===== src/sv/svv_pkg.sv =====
`default_nettype none

package svv_pkg;

   // Field widths fixed by the interface.
   localparam int CHAR_BITS    = 8;
   localparam int LENGTH_BITS  = 8;
   localparam int VERSION_BITS = 32;
   localparam int COUNT_BITS   = 9;

   // Default width of the parsed numbers.
   localparam int NUMBER_BITS_DEFAULT = 32;

   // Length limit after reset.
   localparam logic [LENGTH_BITS-1:0] LENGTH_RESET = 8'd95;

   // Character codes the parser looks for.
   localparam logic [CHAR_BITS-1:0] CHAR_ZERO  = 8'h30;
   localparam logic [CHAR_BITS-1:0] CHAR_NINE  = 8'h39;
   localparam logic [CHAR_BITS-1:0] CHAR_UP_A  = 8'h41;
   localparam logic [CHAR_BITS-1:0] CHAR_UP_Z  = 8'h5a;
   localparam logic [CHAR_BITS-1:0] CHAR_LOW_A = 8'h61;
   localparam logic [CHAR_BITS-1:0] CHAR_LOW_Z = 8'h7a;
   localparam logic [CHAR_BITS-1:0] CHAR_DOT   = 8'h2e;
   localparam logic [CHAR_BITS-1:0] CHAR_DASH  = 8'h2d;
   localparam logic [CHAR_BITS-1:0] CHAR_PLUS  = 8'h2b;

   typedef logic [VERSION_BITS-1:0] version_type;

   // Result of one string, handed from the parser to the output register.
   typedef struct packed {
      logic        valid_res;
      logic        stable;
      version_type major_version;
      version_type minor_version;
      version_type patch_version;
   } result_type;

endpackage

`default_nettype wire


===== src/sv/svv_parser.sv =====
`default_nettype none

module svv_parser #(
   parameter int NUMBER_BITS = svv_pkg::NUMBER_BITS_DEFAULT
) (
   input  wire logic                              clock,
   input  wire logic                              reset,
   input  wire logic                              step_en,
   input  wire logic [svv_pkg::CHAR_BITS-1:0]     char_code,
   input  wire logic                              is_terminator,
   input  wire logic [svv_pkg::LENGTH_BITS-1:0]   max_length,
   output svv_pkg::result_type                    result
);

   localparam int PROD_BITS = NUMBER_BITS + 4;

   typedef enum logic [2:0] {
      PH_MAJOR,
      PH_MINOR,
      PH_PATCH,
      PH_PRE,
      PH_BUILD
   } phase_type;

   phase_type                         phase_ff, phase_in;
   logic                              failed_ff, failed_in;
   logic [NUMBER_BITS-1:0]            acc_ff, acc_in;
   logic                              digit_seen_ff, digit_seen_in;
   logic                              lead_zero_ff, lead_zero_in;
   logic [NUMBER_BITS-1:0]            major_ff, major_in;
   logic [NUMBER_BITS-1:0]            minor_ff, minor_in;
   logic                              id_nonempty_ff, id_nonempty_in;
   logic                              id_all_digits_ff, id_all_digits_in;
   logic                              id_multi_ff, id_multi_in;
   logic                              has_pre_ff, has_pre_in;
   logic [svv_pkg::COUNT_BITS-1:0]    count_ff, count_in;

   logic                              is_digit;
   logic                              is_ident;
   logic [PROD_BITS-1:0]              acc_next;
   logic                              overflow;
   logic                              ident_ok;
   logic                              length_ok;
   logic                              phase_ok;
   logic                              ok;

   // Character classes.
   assign is_digit = (char_code >= svv_pkg::CHAR_ZERO) && (char_code <= svv_pkg::CHAR_NINE);
   assign is_ident = is_digit
                  || ((char_code >= svv_pkg::CHAR_UP_A) && (char_code <= svv_pkg::CHAR_UP_Z))
                  || ((char_code >= svv_pkg::CHAR_LOW_A) && (char_code <= svv_pkg::CHAR_LOW_Z))
                  || (char_code == svv_pkg::CHAR_DASH);

   // Accumulator times ten plus the new digit, as two shifts and adds.
   assign acc_next = {1'b0, acc_ff, 3'b000}
                   + {3'b000, acc_ff, 1'b0}
                   + PROD_BITS'(char_code[3:0]);
   assign overflow = (acc_next[PROD_BITS-1:NUMBER_BITS] != '0);

   // A numeric prerelease identifier longer than one character may not start with zero.
   assign ident_ok = id_nonempty_ff
                  && !((phase_ff == PH_PRE) && id_all_digits_ff && id_multi_ff && lead_zero_ff);

   // Next state for one word.
   always_comb begin
      phase_in         = phase_ff;
      failed_in        = failed_ff;
      acc_in           = acc_ff;
      digit_seen_in    = digit_seen_ff;
      lead_zero_in     = lead_zero_ff;
      major_in         = major_ff;
      minor_in         = minor_ff;
      id_nonempty_in   = id_nonempty_ff;
      id_all_digits_in = id_all_digits_ff;
      id_multi_in      = id_multi_ff;
      has_pre_in       = has_pre_ff;
      count_in         = count_ff;

      if (step_en && is_terminator) begin
         // The string is finished: start over.
         phase_in         = PH_MAJOR;
         failed_in        = 1'b0;
         acc_in           = '0;
         digit_seen_in    = 1'b0;
         lead_zero_in     = 1'b0;
         major_in         = '0;
         minor_in         = '0;
         id_nonempty_in   = 1'b0;
         id_all_digits_in = 1'b1;
         id_multi_in      = 1'b0;
         has_pre_in       = 1'b0;
         count_in         = '0;
      end else if (step_en) begin
         if (count_ff != '1) begin
            count_in = count_ff + 1'b1;
         end
         if (!failed_ff) begin
            unique case (phase_ff)
               PH_MAJOR, PH_MINOR, PH_PATCH: begin
                  // Numeric field.
                  if (is_digit) begin
                     if ((digit_seen_ff && lead_zero_ff) || overflow) begin
                        failed_in = 1'b1;
                     end else begin
                        acc_in        = acc_next[NUMBER_BITS-1:0];
                        digit_seen_in = 1'b1;
                        if (!digit_seen_ff && (char_code == svv_pkg::CHAR_ZERO)) begin
                           lead_zero_in = 1'b1;
                        end
                     end
                  end else if (!digit_seen_ff) begin
                     failed_in = 1'b1;
                  end else if ((char_code == svv_pkg::CHAR_DOT) && (phase_ff == PH_MAJOR)) begin
                     major_in      = acc_ff;
                     acc_in        = '0;
                     digit_seen_in = 1'b0;
                     lead_zero_in  = 1'b0;
                     phase_in      = PH_MINOR;
                  end else if ((char_code == svv_pkg::CHAR_DOT) && (phase_ff == PH_MINOR)) begin
                     minor_in      = acc_ff;
                     acc_in        = '0;
                     digit_seen_in = 1'b0;
                     lead_zero_in  = 1'b0;
                     phase_in      = PH_PATCH;
                  end else if ((char_code == svv_pkg::CHAR_DASH) && (phase_ff == PH_PATCH)) begin
                     has_pre_in       = 1'b1;
                     lead_zero_in     = 1'b0;
                     id_nonempty_in   = 1'b0;
                     id_all_digits_in = 1'b1;
                     id_multi_in      = 1'b0;
                     phase_in         = PH_PRE;
                  end else if ((char_code == svv_pkg::CHAR_PLUS) && (phase_ff == PH_PATCH)) begin
                     lead_zero_in     = 1'b0;
                     id_nonempty_in   = 1'b0;
                     id_all_digits_in = 1'b1;
                     id_multi_in      = 1'b0;
                     phase_in         = PH_BUILD;
                  end else begin
                     failed_in = 1'b1;
                  end
               end
               PH_PRE, PH_BUILD: begin
                  // Dot-separated identifiers.
                  if (is_ident) begin
                     if (!id_nonempty_ff) begin
                        lead_zero_in = (char_code == svv_pkg::CHAR_ZERO);
                     end else begin
                        id_multi_in = 1'b1;
                     end
                     if (!is_digit) begin
                        id_all_digits_in = 1'b0;
                     end
                     id_nonempty_in = 1'b1;
                  end else if ((char_code == svv_pkg::CHAR_DOT)
                            || ((char_code == svv_pkg::CHAR_PLUS) && (phase_ff == PH_PRE))) begin
                     if (!ident_ok) begin
                        failed_in = 1'b1;
                     end else begin
                        id_nonempty_in   = 1'b0;
                        id_all_digits_in = 1'b1;
                        id_multi_in      = 1'b0;
                        lead_zero_in     = 1'b0;
                        if (char_code == svv_pkg::CHAR_PLUS) begin
                           phase_in = PH_BUILD;
                        end
                     end
                  end else begin
                     failed_in = 1'b1;
                  end
               end
               default: begin
                  failed_in = 1'b1;
               end
            endcase
         end
      end
   end

   // Verdict for a terminator arriving now.
   assign length_ok = (count_ff != '0)
                   && (count_ff <= {1'b0, max_length});

   always_comb begin
      unique case (phase_ff)
         PH_PATCH:         phase_ok = digit_seen_ff;
         PH_PRE, PH_BUILD: phase_ok = ident_ok;
         default:          phase_ok = 1'b0;
      endcase
   end

   assign ok = !failed_ff && length_ok && phase_ok;

   assign result.valid_res     = ok;
   assign result.stable        = ok && !has_pre_ff;
   assign result.major_version = ok ? svv_pkg::version_type'(major_ff) : '0;
   assign result.minor_version = ok ? svv_pkg::version_type'(minor_ff) : '0;
   assign result.patch_version = ok ? svv_pkg::version_type'(acc_ff) : '0;

   // Parser state.
   always_ff @(posedge clock) begin
      if (reset) begin
         phase_ff         <= PH_MAJOR;
         failed_ff        <= 1'b0;
         acc_ff           <= '0;
         digit_seen_ff    <= 1'b0;
         lead_zero_ff     <= 1'b0;
         major_ff         <= '0;
         minor_ff         <= '0;
         id_nonempty_ff   <= 1'b0;
         id_all_digits_ff <= 1'b1;
         id_multi_ff      <= 1'b0;
         has_pre_ff       <= 1'b0;
         count_ff         <= '0;
      end else begin
         phase_ff         <= phase_in;
         failed_ff        <= failed_in;
         acc_ff           <= acc_in;
         digit_seen_ff    <= digit_seen_in;
         lead_zero_ff     <= lead_zero_in;
         major_ff         <= major_in;
         minor_ff         <= minor_in;
         id_nonempty_ff   <= id_nonempty_in;
         id_all_digits_ff <= id_all_digits_in;
         id_multi_ff      <= id_multi_in;
         has_pre_ff       <= has_pre_in;
         count_ff         <= count_in;
      end
   end

endmodule

`default_nettype wire


===== src/sv/semver_string_validator.sv =====
// Semantic version string checker.
// Words arrive on the req_ channel (valid/ready), one ASCII character per
// word, and a word with req_is_terminator high closes the string. For each
// terminator one word leaves on the rsp_ channel: rsp_valid_res, rsp_stable
// and the major, minor and patch numbers (all zero for an invalid string).
// Character words produce no output.
// The length limit is written through csr_write_enable/csr_write_data; the user
// must do so only while the block is idle (not enforced); it is 95 after reset.
// A word accepted into the input register is parsed when it advances from there;
// the result of a terminator is registered in the output register as it is
// parsed and is then presented on rsp_ until the receiver takes it.
// Throughput: one word per cycle while no terminator is blocked, set by the single
// parse stage that updates the parser state whenever a word advances.
// If the receiver holds rsp_ready low, the result waits in the output
// register; character words keep flowing, and only a following terminator
// waits in the input register, which then drops req_ready.
// Reset is synchronous and active high; it empties both registers, clears
// the parser state and restores the length limit.
`default_nettype none

module semver_string_validator #(
   parameter int NUMBER_BITS = svv_pkg::NUMBER_BITS_DEFAULT
) (
   input  wire logic                              clock,
   input  wire logic                              reset,
   input  wire logic                              req_valid,
   output logic                                   req_ready,
   input  wire logic [svv_pkg::CHAR_BITS-1:0]     req_char_code,
   input  wire logic                              req_is_terminator,
   output logic                                   rsp_valid,
   input  wire logic                              rsp_ready,
   output logic                                   rsp_valid_res,
   output logic                                   rsp_stable,
   output logic [svv_pkg::VERSION_BITS-1:0]       rsp_major_version,
   output logic [svv_pkg::VERSION_BITS-1:0]       rsp_minor_version,
   output logic [svv_pkg::VERSION_BITS-1:0]       rsp_patch_version,
   input  wire logic                              csr_write_enable,
   input  wire logic [svv_pkg::LENGTH_BITS-1:0]   csr_write_data
);

   logic                              in_valid_ff, in_valid_in;
   logic [svv_pkg::CHAR_BITS-1:0]     in_char_ff;
   logic                              in_term_ff;
   logic                              rsp_valid_ff, rsp_valid_in;
   svv_pkg::result_type               rsp_data_ff;
   logic [svv_pkg::LENGTH_BITS-1:0]   max_length_ff;
   logic                              advance;
   logic                              load_word;
   svv_pkg::result_type               result;

   // A character always moves on; a terminator needs room in the output register.
   assign advance   = in_valid_ff && (!in_term_ff || !rsp_valid_ff || rsp_ready);
   assign req_ready = !in_valid_ff || advance;
   assign load_word = req_valid && req_ready;

   assign in_valid_in  = load_word || (in_valid_ff && !advance);
   assign rsp_valid_in = (advance && in_term_ff) || (rsp_valid_ff && !rsp_ready);

   svv_parser #(
      .NUMBER_BITS (NUMBER_BITS)
   ) u_parser (
      .clock         (clock),
      .reset         (reset),
      .step_en       (advance),
      .char_code     (in_char_ff),
      .is_terminator (in_term_ff),
      .max_length    (max_length_ff),
      .result        (result)
   );

   // Control registers and the length limit.
   always_ff @(posedge clock) begin
      if (reset) begin
         in_valid_ff   <= 1'b0;
         rsp_valid_ff  <= 1'b0;
         max_length_ff <= svv_pkg::LENGTH_RESET;
      end else begin
         in_valid_ff  <= in_valid_in;
         rsp_valid_ff <= rsp_valid_in;
         if (csr_write_enable) begin
            max_length_ff <= csr_write_data;
         end
      end
   end

   // Payload registers.
   always_ff @(posedge clock) begin
      if (load_word) begin
         in_char_ff <= req_char_code;
         in_term_ff <= req_is_terminator;
      end
      if (advance && in_term_ff) begin
         rsp_data_ff <= result;
      end
   end

   assign rsp_valid         = rsp_valid_ff;
   assign rsp_valid_res     = rsp_data_ff.valid_res;
   assign rsp_stable        = rsp_data_ff.stable;
   assign rsp_major_version = rsp_data_ff.major_version;
   assign rsp_minor_version = rsp_data_ff.minor_version;
   assign rsp_patch_version = rsp_data_ff.patch_version;

`ifndef NO_ASSERTIONS
   // A stable version is always a valid one.
   a_stable_valid: assert property (@(posedge clock) disable iff (reset)
      rsp_valid_ff |-> (!rsp_data_ff.stable || rsp_data_ff.valid_res))
      else $error("stable result reported for an invalid string");

   // An invalid string reports all numbers as zero.
   a_invalid_zero: assert property (@(posedge clock) disable iff (reset)
      (rsp_valid_ff && !rsp_data_ff.valid_res) |->
         ((rsp_data_ff.major_version == '0) && (rsp_data_ff.minor_version == '0)
          && (rsp_data_ff.patch_version == '0)))
      else $error("invalid result carries nonzero numbers");

   // A result appears only after a terminator was parsed.
   a_result_from_term: assert property (@(posedge clock) disable iff (reset)
      $rose(rsp_valid_ff) |-> $past(in_valid_ff && in_term_ff))
      else $error("result produced without a terminator");

   // Back-pressure comes only from a held input word.
   a_ready_low: assert property (@(posedge clock) disable iff (reset)
      !req_ready |-> (in_valid_ff && in_term_ff && rsp_valid_ff && !rsp_ready))
      else $error("input stalled without a blocked terminator");
`endif

endmodule

`default_nettype wire


===== config.mk =====
export PLATFORM = sky130hd
export DESIGN_NAME = semver_string_validator
export DESIGN_NICKNAME = d
export VERILOG_FILES = /design/src/sv/svv_pkg.sv /design/src/sv/svv_parser.sv /design/src/sv/semver_string_validator.sv
export SDC_FILE = /design/constraint.sdc
export NUM_CORES = 1
export LEC_CHECK = 0
export ABC_AREA = 1
export BUFFER_PORTS_ARGS = -buffer_cell sky130_fd_sc_hd__buf_2
export CAP_MARGIN = 20
export CORE_UTILIZATION = 64
export DETAILED_ROUTE_END_ITERATION = 7
export HOLD_SLACK_MARGIN = 0.15
export PLACE_DENSITY = 0.86
export SKIP_CTS_REPAIR_TIMING = 1
export SLEW_MARGIN = 20
export SYNTH_ARGS = -nofsm -noshare
export SYNTH_HDL_FRONTEND = slang
export SYNTH_HIERARCHICAL = 1
export SYNTH_SLANG_ARGS = --single-unit

===== constraint.sdc =====
create_clock -name clock -period 5.9 [get_ports clock]
set_input_delay 0.59 -clock clock [delete_from_list [all_inputs] [get_ports clock]]
set_output_delay 0.59 -clock clock [all_outputs]
set_load 0.05 [all_outputs]

# Yosys cells after proc, flatten, opt, wreduce, memory -nomap -nowiden
# Index checks and enable logic that the tools add are counted.
# totals
ff_bits,232
n_memories,0
ram_bits,0
mem_bits_ro,0
out_inout_bits,100
wordCells,194
latch_bits,0
# op_classes
n_shift,0
bitwise_logic,4
mul,0
n_eq_ne,29
n_div,0
add_sub_neg,3
n_reduce_logical,62
magnitude_cmp,7
n_mux,67
# op_table
operator,n
2-to-1 mux 32 bit,5
2-to-1 mux 1 bit,45
adder 35 x 33 -> 36 bit,1
adder 36 x 4 -> 36 bit,1
"== test 8 x 6 -> 1 bit, second input constant",4
2-to-1 mux 3 bit,10
AND reduction 10 bit,3
logical AND 1 bit,23
AND reduction 11 bit,2
">= comparator 8 x 7 -> 1 bit, second input constant",2
"<= comparator 8 x 7 -> 1 bit, second input constant",2
"!= test 3 x 1 -> 1 bit, second input constant",4
"!= test 3 bit, second input constant",4
one-hot mux 1 bit (2 select lines),6
AND reduction 6 bit,2
logical OR 1 bit,10
"!= test 2 bit, second input constant",5
"adder 9 x 1 -> 9 bit, second input constant",1
<= comparator 9 x 8 -> 1 bit,1
logical NOT 1 bit,9
"!= test 9 bit, second input constant",1
nonzero test 9 bit,1
">= comparator 8 x 6 -> 1 bit, second input constant",1
"<= comparator 8 x 6 -> 1 bit, second input constant",1
19 further kinds,28

# Depth between registers and ports, before layout
# Gate-level depths: netlist of run 1.
# depth
depth_word,11
depth_mapped,23
mapped_depth_nobuf,22

# Cells and area by module
# Netlist of run 1, hierarchy kept.
# modules_own_cells
mod,cells_per_inst,n_inst,area_per_inst_um2,seq_area_each_um2
svv_parser,1342,1,8404.3,2302.2
semver_string_validator,159,1,3606.0,3413.3

# Least setup slack after synthesis of run 1
# OpenSTA, ideal clock, no wires.
# synth_timing
path_type,in2reg
startpoint,in rsp_ready
endpoint,reg rsp_data_ff (netlist bit rsp_major_version[0]) (enable)
slack_ns,2.762
path_stages,4
required_time_ns,5.448
t_arrival_ns,2.686
cell_sequence,inv_1 > nand2_1 > nand3_1 > inv_1
# synth_via
elab_chain_len,3
# synth_lines
element,line,rtl
from (decl),semver_string_validator.sv:31,"input wire logic rsp_ready,"
logical OR 1 bit,semver_string_validator.sv:52,assign advance = in_valid_ff && (!in_term_ff || !rsp_valid_ff || rsp_ready);
logical AND 1 bit,semver_string_validator.sv:52,
logical AND 1 bit,semver_string_validator.sv:92,if (advance && in_term_ff) begin
to (signal assigned),semver_string_validator.sv:93,rsp_data_ff <= result;
to (decl),semver_string_validator.sv:45,svv_pkg::result_type rsp_data_ff;
# Every way passes these cells.
# A chain may end at the register's enable or synchronous reset.

# Final worst setup path of run 1
# layout_timing
startpoint,reg u_parser.acc_ff[0]
endpoint,reg u_parser.acc_ff[31]
# layout_via
elab_chain_len,6
word_cells_on_any_way,8
# layout_lines
element,line,rtl
from (decl),svv_parser.sv:27,"logic [NUMBER_BITS-1:0] acc_ff, acc_in;"
from (signal assigned),svv_parser.sv:217,acc_ff <= acc_in;
adder 35 x 33 -> 36 bit (*),svv_parser.sv:56,"+ {3'b000, acc_ff, 1'b0}"
adder 36 x 4 -> 36 bit (*),svv_parser.sv:57,+ PROD_BITS'(char_code[3:0]);
nonzero test 4 bit,svv_parser.sv:58,assign overflow = (acc_next[PROD_BITS-1:NUMBER_BITS] != '0);
logical OR 1 bit,svv_parser.sv:102,if ((digit_seen_ff && lead_zero_ff) || overflow) begin
!= test 2 bit (no line),--,
AND reduction 6 bit (no line),--,
# Every way passes the cells marked *; elsewhere a longest branch is shown, timed or not. The select of a mux whose other input is x is not followed.

==> impl_metrics.tcl, run 1 <==
set metrics [dict create \
    power_switching_uw 751.9 \
    clkTransAtPathRegs_ns 0.06 \
    first_pass_iters 8 \
    dieArea_sq_um 19320 \
    min_path_type "in -> reg" \
    fmaxAchievable_ghz 0.2788 \
    grtUsageTotal_pct 30.51 \
    h-tree-depth 1 \
    vias 10200 \
    max_cap_violations 0 \
    clockBufferDepth 3 \
    synth.cell_area_sq_um 12010 \
    ys_seq_elements 232 \
    antenna_found_initial 0 \
    netSwitchingFraction_pct 21.77 \
    grt_pass1_wl_microns 47880 \
    die_w_microns 139.0 \
    cp.required_ns 6.25 \
    layout-drive-gt1-share_pct 12.33 \
    setup_violations 0 \
    p_leak_uw 0.005943 \
    clkLatencyLatePin_ns 0.51 \
    cts_buffers 23 \
    pwr-share-comb_pct 5.0 \
    avgViaCountPerCell 5.512 \
    nFillCells 1352 \
    wl_per_cell_microns 15.54 \
    coreArea_sq_um 18150 \
    area_growth_syn_to_layout_pct 13.05 \
    synth_ff_type "dfxtp_1" \
    grt_pass1_vias 9917 \
    synth_nets 1599 \
    seq_power_share_pct 49.6 \
    ios 122 \
    synth_edf_count 107 \
    crit_path_end_kind "flop" \
    vdd_drop_max_mv 0.2115 \
    fin_nets 1703 \
    status "finished, violations left" \
    grt_max_degree 73 \
    critPathMaxFanout 32 \
    rows 49 \
    postSynthCellCount 1501 \
    port_buffers 121 \
    slew_headroom_pct 32.73 \
    yosysWarningCount 6 \
    dpl.hpwl_microns 20040 \
    fin_crit_sh_pct 60.80 \
    ys_seq_area_share_pct 47.59 \
    power.density_nw_per_um2 254.4 \
    initial_core_util_pct 66.18 \
    critPathArrivalTime_ns 3.94 \
    tightest_slew_ns 1.007 \
    start_kind "flop" \
    ys_types 43 \
    slew_viol_final 0 \
    drt_iter0_markers 734 \
    async_reset_ff_share_pct 0 \
    fin_skew_ns 0.01542 \
    root_buffer "clkbuf_16" \
    drc 8 \
    path_class "reg -> reg" \
    finalCriticalPeriod_ns 3.587 \
    timing.final.hold_violations 0 \
    intPower_uw 2702 \
    n_antenna_cell 0 \
    ant_nets 0 \
    clockPowerShare_pct 45.3 \
    violations "design-rule violations" \
    die_h_microns 139.0 \
    wirelength_microns 28770 \
    syn_area_per_cell_sq_um 8.002 \
    final_util_pct 74.82 \
    grt.overflow.total 0 \
    cts_sinks 232 \
    globalplace.congestion 0.9738 \
    cts_tree "built" \
    fin_tns_setup_ns 0 \
    rsz0062_at_grt "no" \
]
[cell families (layout without fill, tap and decap cells)]
| logic type | Yosys count | count (layout) | synth area share [%] |
|---|---|---|---|
| XOR/XNOR | 12 | 12 | 0.8751 |
| AND/OR/NAND/NOR | 654 | 654 | 23.28 |
| buffers and inverters | 306 | 427 | 9.959 |
| adder cells (fa/ha/maj) | 76 | 76 | 8.043 |
| flip-flops | 232 | 232 | 47.59 |
| AO/OA/AOI/OAI | 221 | 221 | 10.25 |
[path summary, 6_finish.rpt]
kind | from | end | slack [ns] | cells past startpoint
hold / removal | req_is_terminator | in_term_ff$_DFFE_PP_ | 0.25 | 1
setup reg to reg | u_parser/acc_ff[0]$_SDFFE_PP0P_ | u_parser/acc_ff[31]$_SDFFE_PP0P_ | 2.31 | 19
setup / recovery | u_parser/acc_ff[0]$_SDFFE_PP0P_ | u_parser/acc_ff[31]$_SDFFE_PP0P_ | 2.31 | 19
hold reg to reg | u_parser/id_multi_ff$_SDFFE_PP0P_ | u_parser/id_multi_ff$_SDFFE_PP0P_ | 0.45 | 2
[metal layers]
| layer | share of wire [%] | GRT usage, % | up-vias |
|---|---|---|---|
| met1 | 43 | 39.23 | 4642 |
| met3 | 6.0 | 3.729 | 72 |
| met5 | 0 | 0 | - |
| li1 | - | - | 5090 |
| met4 | 3.3 | 12.22 | 0 |
| met2 | 47 | 52.47 | 399 |
[power by group through the flow]
stage                     clock network [uW]  logic [uW]  registers (uW)
after global placement                     0         168            1750
final                                   1570         174            1710
after detailed placement                   0         172            1750
after floorplan                            0        75.2            1800
after global routing                    1650         187            1720
after CTS                               1590         174            1710
[worst max-delay path, stage by stage, from the launching register on]
cell     delay [ns]
dfxtp_1        0.36
inv_1          0.14
fa_1           0.53
fa_1           0.47
inv_1          0.07
nand3_1        0.06
nand2_1        0.12
nand2_1        0.07
nand2_1        0.11
nand2_1        0.10
nand2_2        0.10
nand2_1        0.07
nand3_1        0.07
nand2_1        0.06
nor2_2         0.12
nand2_2        0.09
nand2_4        0.19
nand3_4        0.39
nand2_1        0.20
a21oi_1        0.09
[synthesized netlist by cell type (2+ instances only)]
| master | number | area [sq um] |
|---|---|---|
| a211oi_1 | 34 | 255.2 |
| a21oi_1 | 108 | 540.5 |
| a22oi_1 | 2 | 15.01 |
| buf_2 | 12 | 60.06 |
| buf_4 | 4 | 30.03 |
| buf_6 | 2 | 22.52 |
| clkbuf_1 | 32 | 120.1 |
| dfxtp_1 | 125 | 2502 |
| edfxtp_1 | 107 | 3213 |
| fa_1 | 2 | 40.04 |
| ha_1 | 74 | 925.9 |
| inv_1 | 247 | 927.1 |
| inv_2 | 7 | 26.28 |
| nand2_1 | 279 | 1047 |
| nand2_2 | 4 | 25.02 |
| nand3_1 | 50 | 250.2 |
| nand3b_1 | 6 | 45.04 |
| nand4_1 | 42 | 262.8 |
| nor2_1 | 218 | 818.3 |
| nor2_2 | 7 | 43.79 |
| nor3_1 | 29 | 145.1 |
| nor3b_1 | 3 | 22.52 |
| nor4_1 | 3 | 18.77 |
| o21ai_0 | 64 | 320.3 |
| o21bai_1 | 7 | 52.55 |
| or2_2 | 6 | 37.54 |
| xnor2_1 | 4 | 35.03 |
| xor2_1 | 8 | 70.07 |
[layout make-up]
type                            instances  area, sq um  area share, %
Timing Repair Buffer                  129        665.6          4.902
Clock buffer                           31        656.9          4.838
Sequential cell                       232         5715          42.09
Tap cell                              229        286.5          2.110
Multi-Input combinational cell        963         5120          37.71
Clock inverter                         11        167.7          1.235
Inverter                              256        965.9          7.114
[metrics by stage]
stage / worst slack, ns / cell area (sq um) / power, uW / hold WS, ns / std cells
CTS: 2.322 / 13580 / 3475 / 0.2308 / 1851
finish: 2.313 / 13580 / 3454 / 0.2480 / 1851
floorplan: 2.762 / 12010 / 1876 / 0.4230 / 1501
global placement: 2.543 / 12750 / 1916 / 0.4391 / 1809
detailed placement: 2.371 / 12750 / 1922 / 0.4369 / 1809
global route: 2.012 / 13580 / 3555 / 0.2346 / 1851
[registers in the layout (all words and copies together), names as in the netlist, 3 cells and up]
| signal | flops |
|---|---|
| u_parser/major_ff | 32 |
| u_parser/count_ff | 9 |
| rsp_patch_version | 32 |
| rsp_minor_version | 32 |
| rsp_major_version | 32 |
| u_parser/phase_ff | 3 |
| max_length_ff | 8 |
| in_char_ff | 8 |
| u_parser/acc_ff | 32 |
| u_parser/minor_ff | 32 |
[cells in the final DEF, fill, tap and decap left out, types with 3 or more instances in the layout]
master	instances
nand2_1	279
inv_1	246
nor2_1	218
dfxtp_1	125
buf_2	121
edfxtp_1	107
a21oi_1	107
ha_1	74
o21ai_0	64
nand3_1	50
nand4_1	42
a211oi_1	34
nor3_1	29
clkbuf_16	24
buf_4	8
xor2_1	8
inv_2	7
o21bai_1	7
nand3b_1	6
or2_2	6
nor2_2	5
inv_4	4
bufinv_16	4
clkbuf_1	4
nand2_2	4
xnor2_1	4
clkbuf_8	3
nor4_1	3
nor3b_1	3
Power figures use the tool's default switching activity.
==> run 2, diff against run 1 <==
Settings changed: CORE_UTILIZATION 64 to 54, PLACE_DENSITY 0.86 to 0.77.
Clock period 5.9 ns to 3.2 ns, I/O delays scaled along.
==> impl_metrics.tcl, run 2 (synthesis results as in run 1) <==
set metrics [dict create \
    cts_buffers 24 \
    fmaxAchievable_ghz 0.3295 \
    finalCriticalPeriod_ns 3.035 \
    power.density_nw_per_um2 452.7 \
    die_w_microns 151.1 \
    timing.final.hold_violations 0 \
    grt_pass1_vias 9589 \
    dp_slack_ns 0.1278 \
    slowest_delay_ns 0.42 \
    finalWorstSetupSlack_ns 0.1654 \
    dp_cells 1877 \
    max_cap_violations 0 \
    wl_per_cell_microns 14.91 \
    clkLatencyLatePin_ns 0.53 \
    die_h_microns 151.1 \
    critPathMaxFanout 8 \
    setup_violations 0 \
    status "finished, final reports clean" \
    grt_pass1_wl_microns 46060 \
    p_leak_uw 0.006181 \
    fin_nets 1749 \
    drc 0 \
    port_buffers 121 \
    crit_top_cell "nand2_2" \
    path_depth 21 \
    r2r_cells 21 \
    grtUsageTotal_pct 25.43 \
    avgViaCountPerCell 5.280 \
    coreArea_sq_um 21820 \
    layout_common_cells "nand2_1, inv_1, nor2_1, dfxtp_1, buf_2" \
    cts_sinks 232 \
    cts_tree "built" \
    clockBufferDepth 3 \
    dpl.hpwl_microns 19960 \
    crit_buf_inv 3 \
    tightest_slew_ns 0.6914 \
    path_class "reg -> reg" \
    clkTransAtPathRegs_ns 0.06 \
    ios 122 \
    root_buffer "clkbuf_16" \
    rows 54 \
    nFillCells 1848 \
    fin_skew_ns 0.01601 \
    min_path_type "in -> reg" \
    power_uw 6427 \
    vdd_drop_max_mv 0.8367 \
    final_common_cell "nand2_1" \
    drt_iter0_markers 649 \
    cp_slowest_cell "edfxtp_1" \
    fin_tns_setup_ns 0 \
    start_kind "flop" \
    globalplace.congestion 0.9407 \
    vias 10290 \
    antenna_found_initial 0 \
    cp.required_ns 3.58 \
    hold_depth 3 \
    grt.overflow.total 0 \
    crit_path_end_kind "flop" \
    slew_headroom_pct 53.91 \
    final_cell_count_no_fill 1949 \
    dieArea_sq_um 22840 \
    regArea_sq_um 5718 \
    slew_viol_final 0 \
    initial_core_util_pct 55.03 \
    critPathTopFamily "simple AND/OR/NAND/NOR gates" \
    first_pass_iters 5 \
    fin_crit_sh_pct 94.83 \
    multi_input_area_sq_um 5156 \
    layout-drive-gt1-share_pct 14.50 \
    grt_max_degree 99 \
    n_antenna_cell 0 \
    area_growth_syn_to_layout_pct 18.22 \
    h-tree-depth 1 \
    wirelength_microns 29050 \
    path_cells "ha_1 -> ha_2 -> inv_2 -> fa_2 -> inv_1 -> nand3_1 -> nand2_2 -> nand2_2 -> nand2_2 -> nand2_2 -> nand2_2 -> nand2_1 -> nand3_1 -> nand2_1 -> nor2_2 -> nand2_2 -> nand2_4 -> nand3_4 -> clkbuf_16 -> nand2_1 -> a21oi_1" \
    critPathArrivalTime_ns 3.41 \
    ant_nets 0 \
    whs_ns 0.1534 \
]
-- run 2: layout make-up --
class	instances	share of cell area, %
flip-flops and latches	232	40.27
multi-input cells	963	36.31
repair buffers	174	8.319
inverters	256	6.803
clock buffers	33	4.609
well taps	280	2.467
clock inverters	11	1.216
-- run 2: layer usage --
metal  up-vias  part of all wire (%)  GRT usage, %
met3        55                   5.2         3.283
met4         0                   3.2         8.900
met2       275                    48         43.46
met5         -                     0             0
met1      4756                    44         33.02
li1       5204                     -             -
-- run 2: path summary, 6_finish.rpt --
path / startpoint / endpoint / slack [ns]
setup / recovery: in_char_ff[2]$_DFFE_PP_ / u_parser/acc_ff[31]$_SDFFE_PP0P_ / 0.17
hold / removal: csr_write_enable / max_length_ff[4]$_SDFFE_PP1P_ / 0.15
setup reg to reg: in_char_ff[2]$_DFFE_PP_ / u_parser/acc_ff[31]$_SDFFE_PP0P_ / 0.17
hold reg to reg: max_length_ff[4]$_SDFFE_PP1P_ / max_length_ff[4]$_SDFFE_PP1P_ / 0.47
-- run 2: through the flow --
step | cell area, sq um | utilization (%)
after floorplan | 12010 | -
after global placement | 13030 | 59.70
after detailed placement | 13030 | 59.70
after CTS | 13850 | 63.48
after global routing | 14200 | 65.06
final | 14200 | 65.06
-- run 2: power breakdown --
part           switching [uW]  total (uW)  internal [uW]
logic                     263         359           96.2
clock network            1140        2900           1760
registers                26.0        3170           3140
total                    1430        6430           5000
-- run 2: worst reg2reg max path: stages (launching register included) --
cell       delay, ns
edfxtp_1        0.42
ha_1            0.30
ha_2            0.20
inv_2           0.05
fa_2            0.38
inv_1           0.06
nand3_1         0.07
nand2_2         0.11
nand2_2         0.05
nand2_2         0.07
nand2_2         0.06
nand2_2         0.08
nand2_1         0.06
nand3_1         0.07
nand2_1         0.06
nor2_2          0.15
nand2_2         0.10
nand2_4         0.08
nand3_4         0.16
clkbuf_16       0.24
nand2_1         0.06
a21oi_1         0.05
